$ cat src/rtl/core/bs_pkg.sv
package bs_pkg;

  localparam int DEFAULT_MAX_SLOTS = 64;

  localparam int OPCODE_W = 2;
  localparam int SLOT_W   = 6;
  localparam int WEIGHT_W = 8;
  localparam int STATUS_W = 2;
  localparam int CONN_W   = 16;
  localparam int POLICY_W = 3;
  localparam int LFSR_W   = 16;
  localparam int DATA_W   = 32;
  localparam int ADDR_W   = 3;

  localparam logic [LFSR_W-1:0] LFSR_TAPS = 16'hB400;

  localparam logic [OPCODE_W-1:0] OP_SELECT  = 2'd0;
  localparam logic [OPCODE_W-1:0] OP_RELEASE = 2'd1;
  localparam logic [OPCODE_W-1:0] OP_ADD     = 2'd2;
  localparam logic [OPCODE_W-1:0] OP_REMOVE  = 2'd3;

  localparam logic [STATUS_W-1:0] ST_OK   = 2'd0;
  localparam logic [STATUS_W-1:0] ST_NONE = 2'd1;
  localparam logic [STATUS_W-1:0] ST_FULL = 2'd2;

  localparam logic [POLICY_W-1:0] POL_RR     = 3'd0;
  localparam logic [POLICY_W-1:0] POL_LEAST  = 3'd1;
  localparam logic [POLICY_W-1:0] POL_RANDOM = 3'd2;
  localparam logic [POLICY_W-1:0] POL_POSW   = 3'd3;
  localparam logic [POLICY_W-1:0] POL_FIRST  = 3'd4;

  localparam logic REG_POLICY = 1'b0;
  localparam logic REG_SEED   = 1'b1;

  typedef struct packed {
    logic [OPCODE_W-1:0] opcode;
    logic [SLOT_W-1:0]   slot;
    logic [WEIGHT_W-1:0] weight;
  } in_item_t;

  typedef struct packed {
    logic [STATUS_W-1:0] status;
    logic [SLOT_W-1:0]   chosen_slot;
    logic [CONN_W-1:0]   connections;
  } out_item_t;

endpackage

$ cat src/rtl/core/bs_ram.sv
module bs_ram #(
  parameter int WIDTH = 8,
  parameter int DEPTH = 64
) (
  input  logic                     clk,
  input  logic                     we,
  input  logic [$clog2(DEPTH)-1:0] waddr,
  input  logic [WIDTH-1:0]         wdata,
  input  logic [$clog2(DEPTH)-1:0] raddr,
  output logic [WIDTH-1:0]         rdata
);

  logic [WIDTH-1:0] mem [DEPTH];

  always_ff @(posedge clk) begin
    if (we) begin
      mem[waddr] <= wdata;
    end
    rdata <= mem[raddr];
  end

endmodule

$ cat src/rtl/core/bs_mod.sv
module bs_mod #(
  parameter int MAX_SLOTS = bs_pkg::DEFAULT_MAX_SLOTS
) (
  input  logic                             clk,
  input  logic                             rst,
  input  logic                             start,
  input  logic [bs_pkg::LFSR_W-1:0]        dividend,
  input  logic [$clog2(MAX_SLOTS+1)-1:0]   divisor,
  output logic                             done,
  output logic [$clog2(MAX_SLOTS+1)-1:0]   remainder
);

  import bs_pkg::*;

  localparam int CW     = $clog2(MAX_SLOTS + 1);
  localparam int STEP_W = $clog2(LFSR_W);

  logic              busy;
  logic [STEP_W-1:0] step;
  logic [LFSR_W-1:0] quo_sh;
  logic [CW-1:0]     rem;
  logic [CW:0]       trial;
  logic [CW:0]       diff;

  assign trial     = {rem, quo_sh[LFSR_W-1]};
  assign diff      = trial - {1'b0, divisor};
  assign remainder = rem;

  always_ff @(posedge clk) begin
    if (rst) begin
      busy <= 1'b0;
      done <= 1'b0;
    end else begin
      done <= 1'b0;
      if (start) begin
        busy   <= 1'b1;
        step   <= '0;
        rem    <= '0;
        quo_sh <= dividend;
      end else if (busy) begin
        rem    <= diff[CW] ? trial[CW-1:0] : diff[CW-1:0];
        quo_sh <= {quo_sh[LFSR_W-2:0], 1'b0};
        step   <= step + STEP_W'(1);
        if (step == STEP_W'(LFSR_W - 1)) begin
          busy <= 1'b0;
          done <= 1'b1;
        end
      end
    end
  end

endmodule

$ cat src/rtl/core/backend_selector.sv
// Backend table with MAX_SLOTS slots and one operation per transfer. Release goes
// through the fetch and update states, remove straight to done. Add and the least
// connections, positive weight and first valid selects scan the slot RAM one slot
// per cycle through its single read port and stop at the first hit where the policy
// allows it. Round robin and random selects first run the bit-serial remainder unit
// and then scan for the chosen slot. A new item is taken once the result has moved
// to the output register, which holds it until it is taken.
module backend_selector #(
  parameter int MAX_SLOTS = bs_pkg::DEFAULT_MAX_SLOTS
) (
  input  logic                      clk,
  input  logic                      rst,
  input  logic                      in_valid,
  output logic                      in_ready,
  input  bs_pkg::in_item_t          in_data,
  output logic                      out_valid,
  input  logic                      out_ready,
  output bs_pkg::out_item_t         out_data,
  input  logic                      psel,
  input  logic                      penable,
  input  logic                      pwrite,
  input  logic [bs_pkg::ADDR_W-1:0] paddr,
  input  logic [bs_pkg::DATA_W-1:0] pwdata,
  output logic [bs_pkg::DATA_W-1:0] prdata,
  output logic                      pready
);

  import bs_pkg::*;

  localparam int IW    = $clog2(MAX_SLOTS);
  localparam int CW    = $clog2(MAX_SLOTS + 1);
  localparam int ENT_W = WEIGHT_W + CONN_W;
  localparam logic [IW-1:0] LAST = IW'(MAX_SLOTS - 1);

  localparam logic [2:0] S_IDLE   = 3'd0;
  localparam logic [2:0] S_MOD    = 3'd1;
  localparam logic [2:0] S_SCAN   = 3'd2;
  localparam logic [2:0] S_FETCH  = 3'd3;
  localparam logic [2:0] S_UPDATE = 3'd4;
  localparam logic [2:0] S_DONE   = 3'd5;

  localparam logic [2:0] M_FREE  = 3'd0;
  localparam logic [2:0] M_NTH   = 3'd1;
  localparam logic [2:0] M_POSW  = 3'd2;
  localparam logic [2:0] M_LEAST = 3'd3;
  localparam logic [2:0] M_FIRST = 3'd4;

  logic [2:0]           state;
  logic [POLICY_W-1:0]  policy;
  logic [LFSR_W-1:0]    seed;
  logic [LFSR_W-1:0]    lfsr;
  logic [MAX_SLOTS-1:0] valid;
  logic [CW-1:0]        active;
  logic [IW-1:0]        rr_ptr;
  logic                 issuing;
  logic                 pend;

  in_item_t             item;
  logic [POLICY_W-1:0]  pol;
  logic [2:0]           mode;
  logic [IW-1:0]        cnt;
  logic [IW-1:0]        pidx;
  logic [IW-1:0]        seen;
  logic [IW-1:0]        ord;
  logic                 have;
  logic [IW-1:0]        best;
  logic [CONN_W-1:0]    best_conn;
  out_item_t            res;

  logic                 accept;
  logic                 cfg_we;
  logic [POLICY_W-1:0]  eff;
  logic [LFSR_W-1:0]    lfsr_step;
  logic [IW-1:0]        sidx;
  logic                 slot_in_rng;
  logic                 slot_ok;
  logic                 mod_start;
  logic [LFSR_W-1:0]    mod_dividend;
  logic                 mod_done;
  logic [CW-1:0]        mod_rem;
  logic                 ram_we;
  logic [IW-1:0]        ram_waddr;
  logic [ENT_W-1:0]     ram_wdata;
  logic [IW-1:0]        ram_raddr;
  logic [ENT_W-1:0]     rdata;
  logic [WEIGHT_W-1:0]  ent_w;
  logic [CONN_W-1:0]    ent_c;
  logic                 cur_v;
  logic                 hit;
  logic                 better;
  logic                 take;
  logic                 last;
  logic                 found;
  logic [IW-1:0]        fin_best;
  logic [CONN_W-1:0]    newc;
  logic [CW-1:0]        ord_inc;
  logic [IW-1:0]        rr_next;

  assign in_ready = (state == S_IDLE);
  assign accept   = in_valid && in_ready;
  assign cfg_we   = psel && penable && pwrite;
  assign pready   = 1'b1;
  assign prdata   = (paddr[2] == REG_POLICY) ? DATA_W'(policy) : DATA_W'(seed);

  assign eff       = (policy > POL_FIRST) ? POL_FIRST : policy;
  assign lfsr_step = lfsr[0] ? ((lfsr >> 1) ^ LFSR_TAPS) : (lfsr >> 1);

  assign sidx        = IW'(in_data.slot);
  assign slot_in_rng = (int'(in_data.slot) < MAX_SLOTS);
  assign slot_ok     = slot_in_rng ? valid[sidx] : 1'b0;

  assign mod_start    = accept && (in_data.opcode == OP_SELECT) && (active != '0) &&
                        (eff inside {POL_RR, POL_RANDOM});
  assign mod_dividend = (eff == POL_RANDOM) ? lfsr_step : LFSR_W'(rr_ptr);

  bs_mod #(
    .MAX_SLOTS(MAX_SLOTS)
  ) u_bs_mod (
    .clk      (clk),
    .rst      (rst),
    .start    (mod_start),
    .dividend (mod_dividend),
    .divisor  (active),
    .done     (mod_done),
    .remainder(mod_rem)
  );

  assign ent_w = rdata[CONN_W +: WEIGHT_W];
  assign ent_c = rdata[CONN_W-1:0];

  always_comb begin
    cur_v  = valid[pidx];
    hit    = 1'b0;
    better = 1'b0;
    case (mode)
      M_FREE:  hit    = !cur_v;
      M_NTH:   hit    = cur_v && (seen == ord);
      M_POSW:  hit    = cur_v && (ent_w != '0);
      M_LEAST: better = cur_v && (!have || (ent_c < best_conn));
      M_FIRST: hit    = cur_v;
      default: hit    = 1'b0;
    endcase
    take     = pend && (hit || better);
    last     = pend && (hit || (pidx == LAST));
    fin_best = take ? pidx : best;
    found    = take || have;
  end

  always_comb begin
    if (item.opcode == OP_SELECT) begin
      newc = (ent_c == '1) ? ent_c : ent_c + CONN_W'(1);
    end else begin
      newc = (ent_c == '0) ? ent_c : ent_c - CONN_W'(1);
    end
    ord_inc = CW'(ord) + CW'(1);
    rr_next = (ord_inc == active) ? '0 : IW'(ord_inc);
  end

  always_comb begin
    ram_raddr = (state == S_SCAN) ? cnt : best;
    ram_we    = 1'b0;
    ram_waddr = best;
    ram_wdata = {ent_w, newc};
    if (state == S_UPDATE) begin
      ram_we = 1'b1;
    end else if ((state == S_SCAN) && last && found && (item.opcode == OP_ADD)) begin
      ram_we    = 1'b1;
      ram_waddr = fin_best;
      ram_wdata = {item.weight, CONN_W'(0)};
    end
  end

  bs_ram #(
    .WIDTH(ENT_W),
    .DEPTH(MAX_SLOTS)
  ) u_bs_ram (
    .clk  (clk),
    .we   (ram_we),
    .waddr(ram_waddr),
    .wdata(ram_wdata),
    .raddr(ram_raddr),
    .rdata(rdata)
  );

  always_ff @(posedge clk) begin
    if (rst) begin
      state     <= S_IDLE;
      out_valid <= 1'b0;
      valid     <= '0;
      active    <= '0;
      rr_ptr    <= '0;
      policy    <= POL_RR;
      seed      <= LFSR_W'(1);
      lfsr      <= LFSR_W'(1);
      issuing   <= 1'b0;
      pend      <= 1'b0;
    end else begin
      if (cfg_we) begin
        if (paddr[2] == REG_POLICY) begin
          policy <= pwdata[POLICY_W-1:0];
        end else begin
          seed <= pwdata[LFSR_W-1:0];
          lfsr <= (pwdata[LFSR_W-1:0] == '0) ? LFSR_W'(1) : pwdata[LFSR_W-1:0];
        end
      end
      if (accept && (in_data.opcode == OP_SELECT) && (eff == POL_RANDOM)) begin
        lfsr <= lfsr_step;
      end
      if (out_valid && out_ready) begin
        out_valid <= 1'b0;
      end
      case (state)
        S_IDLE: begin
          if (accept) begin
            case (in_data.opcode)
              OP_SELECT: begin
                if (active == '0) begin
                  state <= S_DONE;
                end else if (eff inside {POL_RR, POL_RANDOM}) begin
                  state <= S_MOD;
                end else begin
                  state   <= S_SCAN;
                  issuing <= 1'b1;
                  pend    <= 1'b0;
                end
              end
              OP_RELEASE: begin
                state <= slot_ok ? S_FETCH : S_DONE;
              end
              OP_REMOVE: begin
                if (slot_ok) begin
                  valid[sidx] <= 1'b0;
                  active      <= active - CW'(1);
                  if (active == CW'(1)) begin
                    rr_ptr <= '0;
                  end
                end
                state <= S_DONE;
              end
              default: begin
                state   <= S_SCAN;
                issuing <= 1'b1;
                pend    <= 1'b0;
              end
            endcase
          end
        end
        S_MOD: begin
          if (mod_done) begin
            state   <= S_SCAN;
            issuing <= 1'b1;
            pend    <= 1'b0;
          end
        end
        S_SCAN: begin
          pend <= issuing;
          if (issuing && (cnt == LAST)) begin
            issuing <= 1'b0;
          end
          if (last) begin
            issuing <= 1'b0;
            pend    <= 1'b0;
            if (!found) begin
              state <= S_DONE;
            end else if (item.opcode == OP_ADD) begin
              valid[fin_best] <= 1'b1;
              active          <= active + CW'(1);
              state           <= S_DONE;
            end else begin
              if (pol == POL_RR) begin
                rr_ptr <= rr_next;
              end
              state <= S_FETCH;
            end
          end
        end
        S_FETCH: begin
          state <= S_UPDATE;
        end
        S_UPDATE: begin
          state <= S_DONE;
        end
        S_DONE: begin
          if (!out_valid || out_ready) begin
            out_valid <= 1'b1;
            state     <= S_IDLE;
          end
        end
        default: begin
          state <= S_IDLE;
        end
      endcase
    end
  end

  always_ff @(posedge clk) begin
    case (state)
      S_IDLE: begin
        if (accept) begin
          item <= in_data;
          pol  <= eff;
          cnt  <= '0;
          seen <= '0;
          have <= 1'b0;
          best <= sidx;
          res.status          <= ((in_data.opcode == OP_REMOVE) && slot_ok) ? ST_OK : ST_NONE;
          res.chosen_slot     <= (in_data.opcode == OP_SELECT) ? '0 : in_data.slot;
          res.connections     <= '0;
          if (in_data.opcode == OP_ADD) begin
            mode <= M_FREE;
          end else if (eff == POL_LEAST) begin
            mode <= M_LEAST;
          end else if (eff == POL_POSW) begin
            mode <= M_POSW;
          end else begin
            mode <= M_FIRST;
          end
        end
      end
      S_MOD: begin
        if (mod_done) begin
          ord  <= IW'(mod_rem);
          mode <= M_NTH;
        end
      end
      S_SCAN: begin
        if (issuing) begin
          pidx <= cnt;
          if (cnt != LAST) begin
            cnt <= cnt + IW'(1);
          end
        end
        if (pend) begin
          if ((mode == M_NTH) && cur_v && !hit) begin
            seen <= seen + IW'(1);
          end
          if (take) begin
            have      <= 1'b1;
            best      <= pidx;
            best_conn <= ent_c;
          end
        end
        if (last) begin
          if (item.opcode == OP_ADD) begin
            res.status      <= found ? ST_OK : ST_FULL;
            res.chosen_slot <= found ? SLOT_W'(fin_best) : '0;
          end else begin
            res.status      <= ST_NONE;
            res.chosen_slot <= '0;
          end
          res.connections <= '0;
        end
      end
      S_UPDATE: begin
        res.status      <= ST_OK;
        res.chosen_slot <= SLOT_W'(best);
        res.connections <= newc;
      end
      S_DONE: begin
        if (!out_valid || out_ready) begin
          out_data <= res;
        end
      end
      default: begin
      end
    endcase
  end

endmodule

$ cat config.mk
export PLATFORM = sky130hd
export DESIGN_NAME = backend_selector
export DESIGN_NICKNAME = d
export VERILOG_FILES = /design/src/rtl/core/bs_pkg.sv /design/src/rtl/core/bs_ram.sv /design/src/rtl/core/bs_mod.sv /design/src/rtl/core/backend_selector.sv
export SDC_FILE = /design/constraint.sdc
export NUM_CORES = 2
export LEC_CHECK = 0
export CAP_MARGIN = 40
export CORE_UTILIZATION = 30
export DETAILED_ROUTE_END_ITERATION = 10
export DONT_BUFFER_PORTS = 1
export GPL_ROUTABILITY_DRIVEN = 1
export HOLD_SLACK_MARGIN = 0.02
export MAX_ROUTING_LAYER = met4
export SLEW_MARGIN = 25
export SYNTH_ARGS = -nofsm -noshare
export SYNTH_HDL_FRONTEND = slang
export SYNTH_SLANG_ARGS = --single-unit
$ cat constraint.sdc
create_clock -name clk -period 5.3 [get_ports clk]
set_clock_uncertainty 0.15 [all_clocks]
set_input_delay 1.59 -clock clk [delete_from_list [all_inputs] [get_ports clk]]
set_output_delay 1.59 -clock clk [all_outputs]
set_load 0.01 [all_outputs]
==> impl_metrics.py <==
metrics = {
    "floorplan": {
        "die_w_um": 498,
        "die_h_um": 498,
        "io_pins": 117,
        "placement_rows": 181,
        "floorplan.initialDensity": 0.303,
        "dieArea_um2": 248000,
        "core-area_um2": 244000,
    },
    "layout": {
        "fin_area_um2": 86700,
        "num-nets-final": 4500,
        "layout-drive-gt1-share": 0.235,
        "diodes": 0,
        "fillCellCount": 22623,
        "synthToLayoutAreaGrowth_pct": 17.2,
    },
    "synthesis": {
        "synth_area_leader_cell": "edfxtp_1",
        "ys_seq_elements": 1818,
        "netlist_area_um2": 73900,
        "yosysUniqueCellTypes": 91,
        "ys_seq_area_frac": 0.719,
        "netlist_instances": 4246,
        "synth.avg_cell_area_um2": 17.4,
        "ys.flop_type": "edfxtp_1",
        "ys_top_cells_by_area": "edfxtp_1 68%, mux4_2 12%, dfxtp_1 3.9%",
        "synth.most_common_cell": "edfxtp_1",
        "synth_top_area_share": 0.680,
        "synth_enable_flop_cells": 1674,
        "async_flop_share": 0,
        "synth_warnings": 0,
        "synth_common_cells": "1,674 x edfxtp_1, 390 x mux4_2, 363 x nand2_1, 180 x nor2_1, 161 x clkbuf_1",
    },
    "drt": {
        "drtIter0Drc": 4087,
        "antenna_left": 0,
        "wl_per_cell_um": 24.5,
        "wirelength_um": 190000,
        "num_vias": 40528,
        "drc": 0,
        "via_per_inst": 5.22,
        "drt_pre_antenna_iters": 6,
    },
    "pwr": {
        "p_leak_nw": 27.1,
        "peakVddDrop_uv": 424,
        "power.density_nw_per_um2": 541,
    },
    "setup_path": {
        "crit_path_max_fanout": 28,
        "crit_path_end_kind": "register",
        "cp-start-kind": "register",
        "required_ps": 5800,
        "worstSetupPathType": "register to register",
        "cp.arrival_ps": 5220,
    },
    "sta": {
        "rsz0062_at_grt": "false",
        "setup_viol": 0,
        "slew-limit-headroom": 0.385,
        "drv_slew": 0,
        "final_hold_viol_count": 0,
        "min_period_ps": 4720,
        "tns_ps": 0,
        "fin_crit_sh": 0.890,
        "final.setup.worst_slack_ps": 584,
        "worstMarginPinSlew_ps": 922,
        "max_freq_mhz": 212,
    },
    "clock_tree": {
        "clk_latency_ps": 840,
        "clockBufferDepth": 3,
        "cts_setup_buffers": 0,
        "cts.sinks": 1818,
        "cts_resized": 0,
        "postCtsHoldBufs": 0,
        "cts_buffers": 178,
        "path_clk_slew_ps": 60,
        "cts_htree_levels": 4,
        "tritoncts": "built",
        "root_buffer": "clkbuf_16",
    },
    "placed_design": {
        "io_buffer_count": 0,
        "detailedPlace.worstSlack_ps": 567,
        "dpl.hpwl_um": 115000,
        "placedInstanceArea_um2": 80800,
        "globalplace.congestion": 0.862,
    },
    "hold_path": {
        "hp-class": "register to register",
    },
    "outcome": {
        "status": "completed",
    },
    "grt": {
        "first_global_vias": 40362,
        "antenna_found_initial": 4,
        "grt_util_all_layers": 0.155,
        "grt_max_degree": 81,
        "grt_pass1_wl_um": 278000,
        "grt_overflow": 0,
    },
    "flow_run": {
        "max_cap_violations": 0,
    },
}
-- worst paths after layout --
kind / from / end / slack, ps / cells after the start
setup reg to reg: state[1] / u_bs_ram.rdata[0] / 580 / 12
hold / removal: res[8] / out_data[8] / 270 / 0
hold reg to reg: res[8] / out_data[8] / 270 / 0
setup / recovery: state[1] / u_bs_ram.rdata[0] / 580 / 12
-- cell families after synthesis --
family	synth area share
other	0.000102
DFF	0.719
adders and majority gates	0.00552
AOI/OAI and AO/OA	0.0612
and+or+nand+nor	0.0558
muxes	0.133
xor gates and xnor gates	0.00604
buffers and inverters	0.0197
-- cell usage in the layout, fill, tap and decap left out, types with 64 or more instances in the layout --
cell type  instances
buf_4            103
o21ai_0           84
dfxtp_1          144
a211oi_1         130
a21oi_1           96
mux4_2           390
buf_12           126
nor2_1           123
nand2_1          362
and2_1           116
edfxtp_1        1674
a31oi_1           64
clkbuf_16        182
-- metal layers --
| metal | global-route usage | up-vias | wire [um] |
|---|---|---|---|
| li1 | - | 17400 | - |
| met1 | 0.207 | 21341 | 81200 |
| met2 | 0.246 | 1511 | 91800 |
| met3 | 0.0231 | 276 | 12500 |
| met4 | 0.0434 | 0 | 4620 |
| met5 | - | - | 0 |
-- sequential cells by signal, summed over array words and instances (netlist names), 4 cells and up --
register            flops
u_bs_ram.mem         1536
valid                  64
out_data               24
res                    24
u_bs_ram.rdata         24
best_conn              16
lfsr                   16
seed                   16
u_bs_mod.quo_sh        16
item                   10
active                  7
u_bs_mod.remainder      7
best                    6
cnt                     6
ord                     6
pidx                    6
rr_ptr                  6
seen                    6
u_bs_mod.step           4
-- area by class of cell --
type	count	area, um^2	area share
multi-input combinational	2112	20000	0.231
inverter	50	188	0.00217
sequential	1818	53200	0.613
clock inverter	119	1110	0.0128
timing repair buffer	250	3470	0.0400
clock buffer	216	4710	0.0543
tap	3202	4010	0.0462
-- stage by stage --
stage / hold slack, ps / util / instances / power [mW]
detailed placement: 255 / 0.331 / 7426 / 34.6
global placement: 254 / 0.330 / 7411 / 34.3
floorplan: 250 / - / 4261 / 27.9
global route: 271 / 0.355 / 7767 / 48.6
CTS: 264 / 0.355 / 7761 / 47.2
finish: 268 / 0.355 / 7767 / 46.9
-- worst max-delay path: stages (launching register included) --
cell and delay [ps]:
dfxtp_1 490, or3b_1 470, inv_1 260, mux2i_4 440
buf_12 300, buf_4 460, mux4_2 560, and2_1 170
a211oi_1 500, a31oi_1 110, a211oi_1 260, buf_4 200
a21oi_1 90
-- report_power, final --
group	total, mW	switching, mW	leakage (nW)	internal [mW]
clock network	12.6	5.52	2.85	7.11
registers	19.0	0.483	16.2	18.5
logic	15.2	9.69	7.96	5.52
total	46.9	15.7	27.1	31.2
Note: power is estimated with default switching activity, not from simulation.
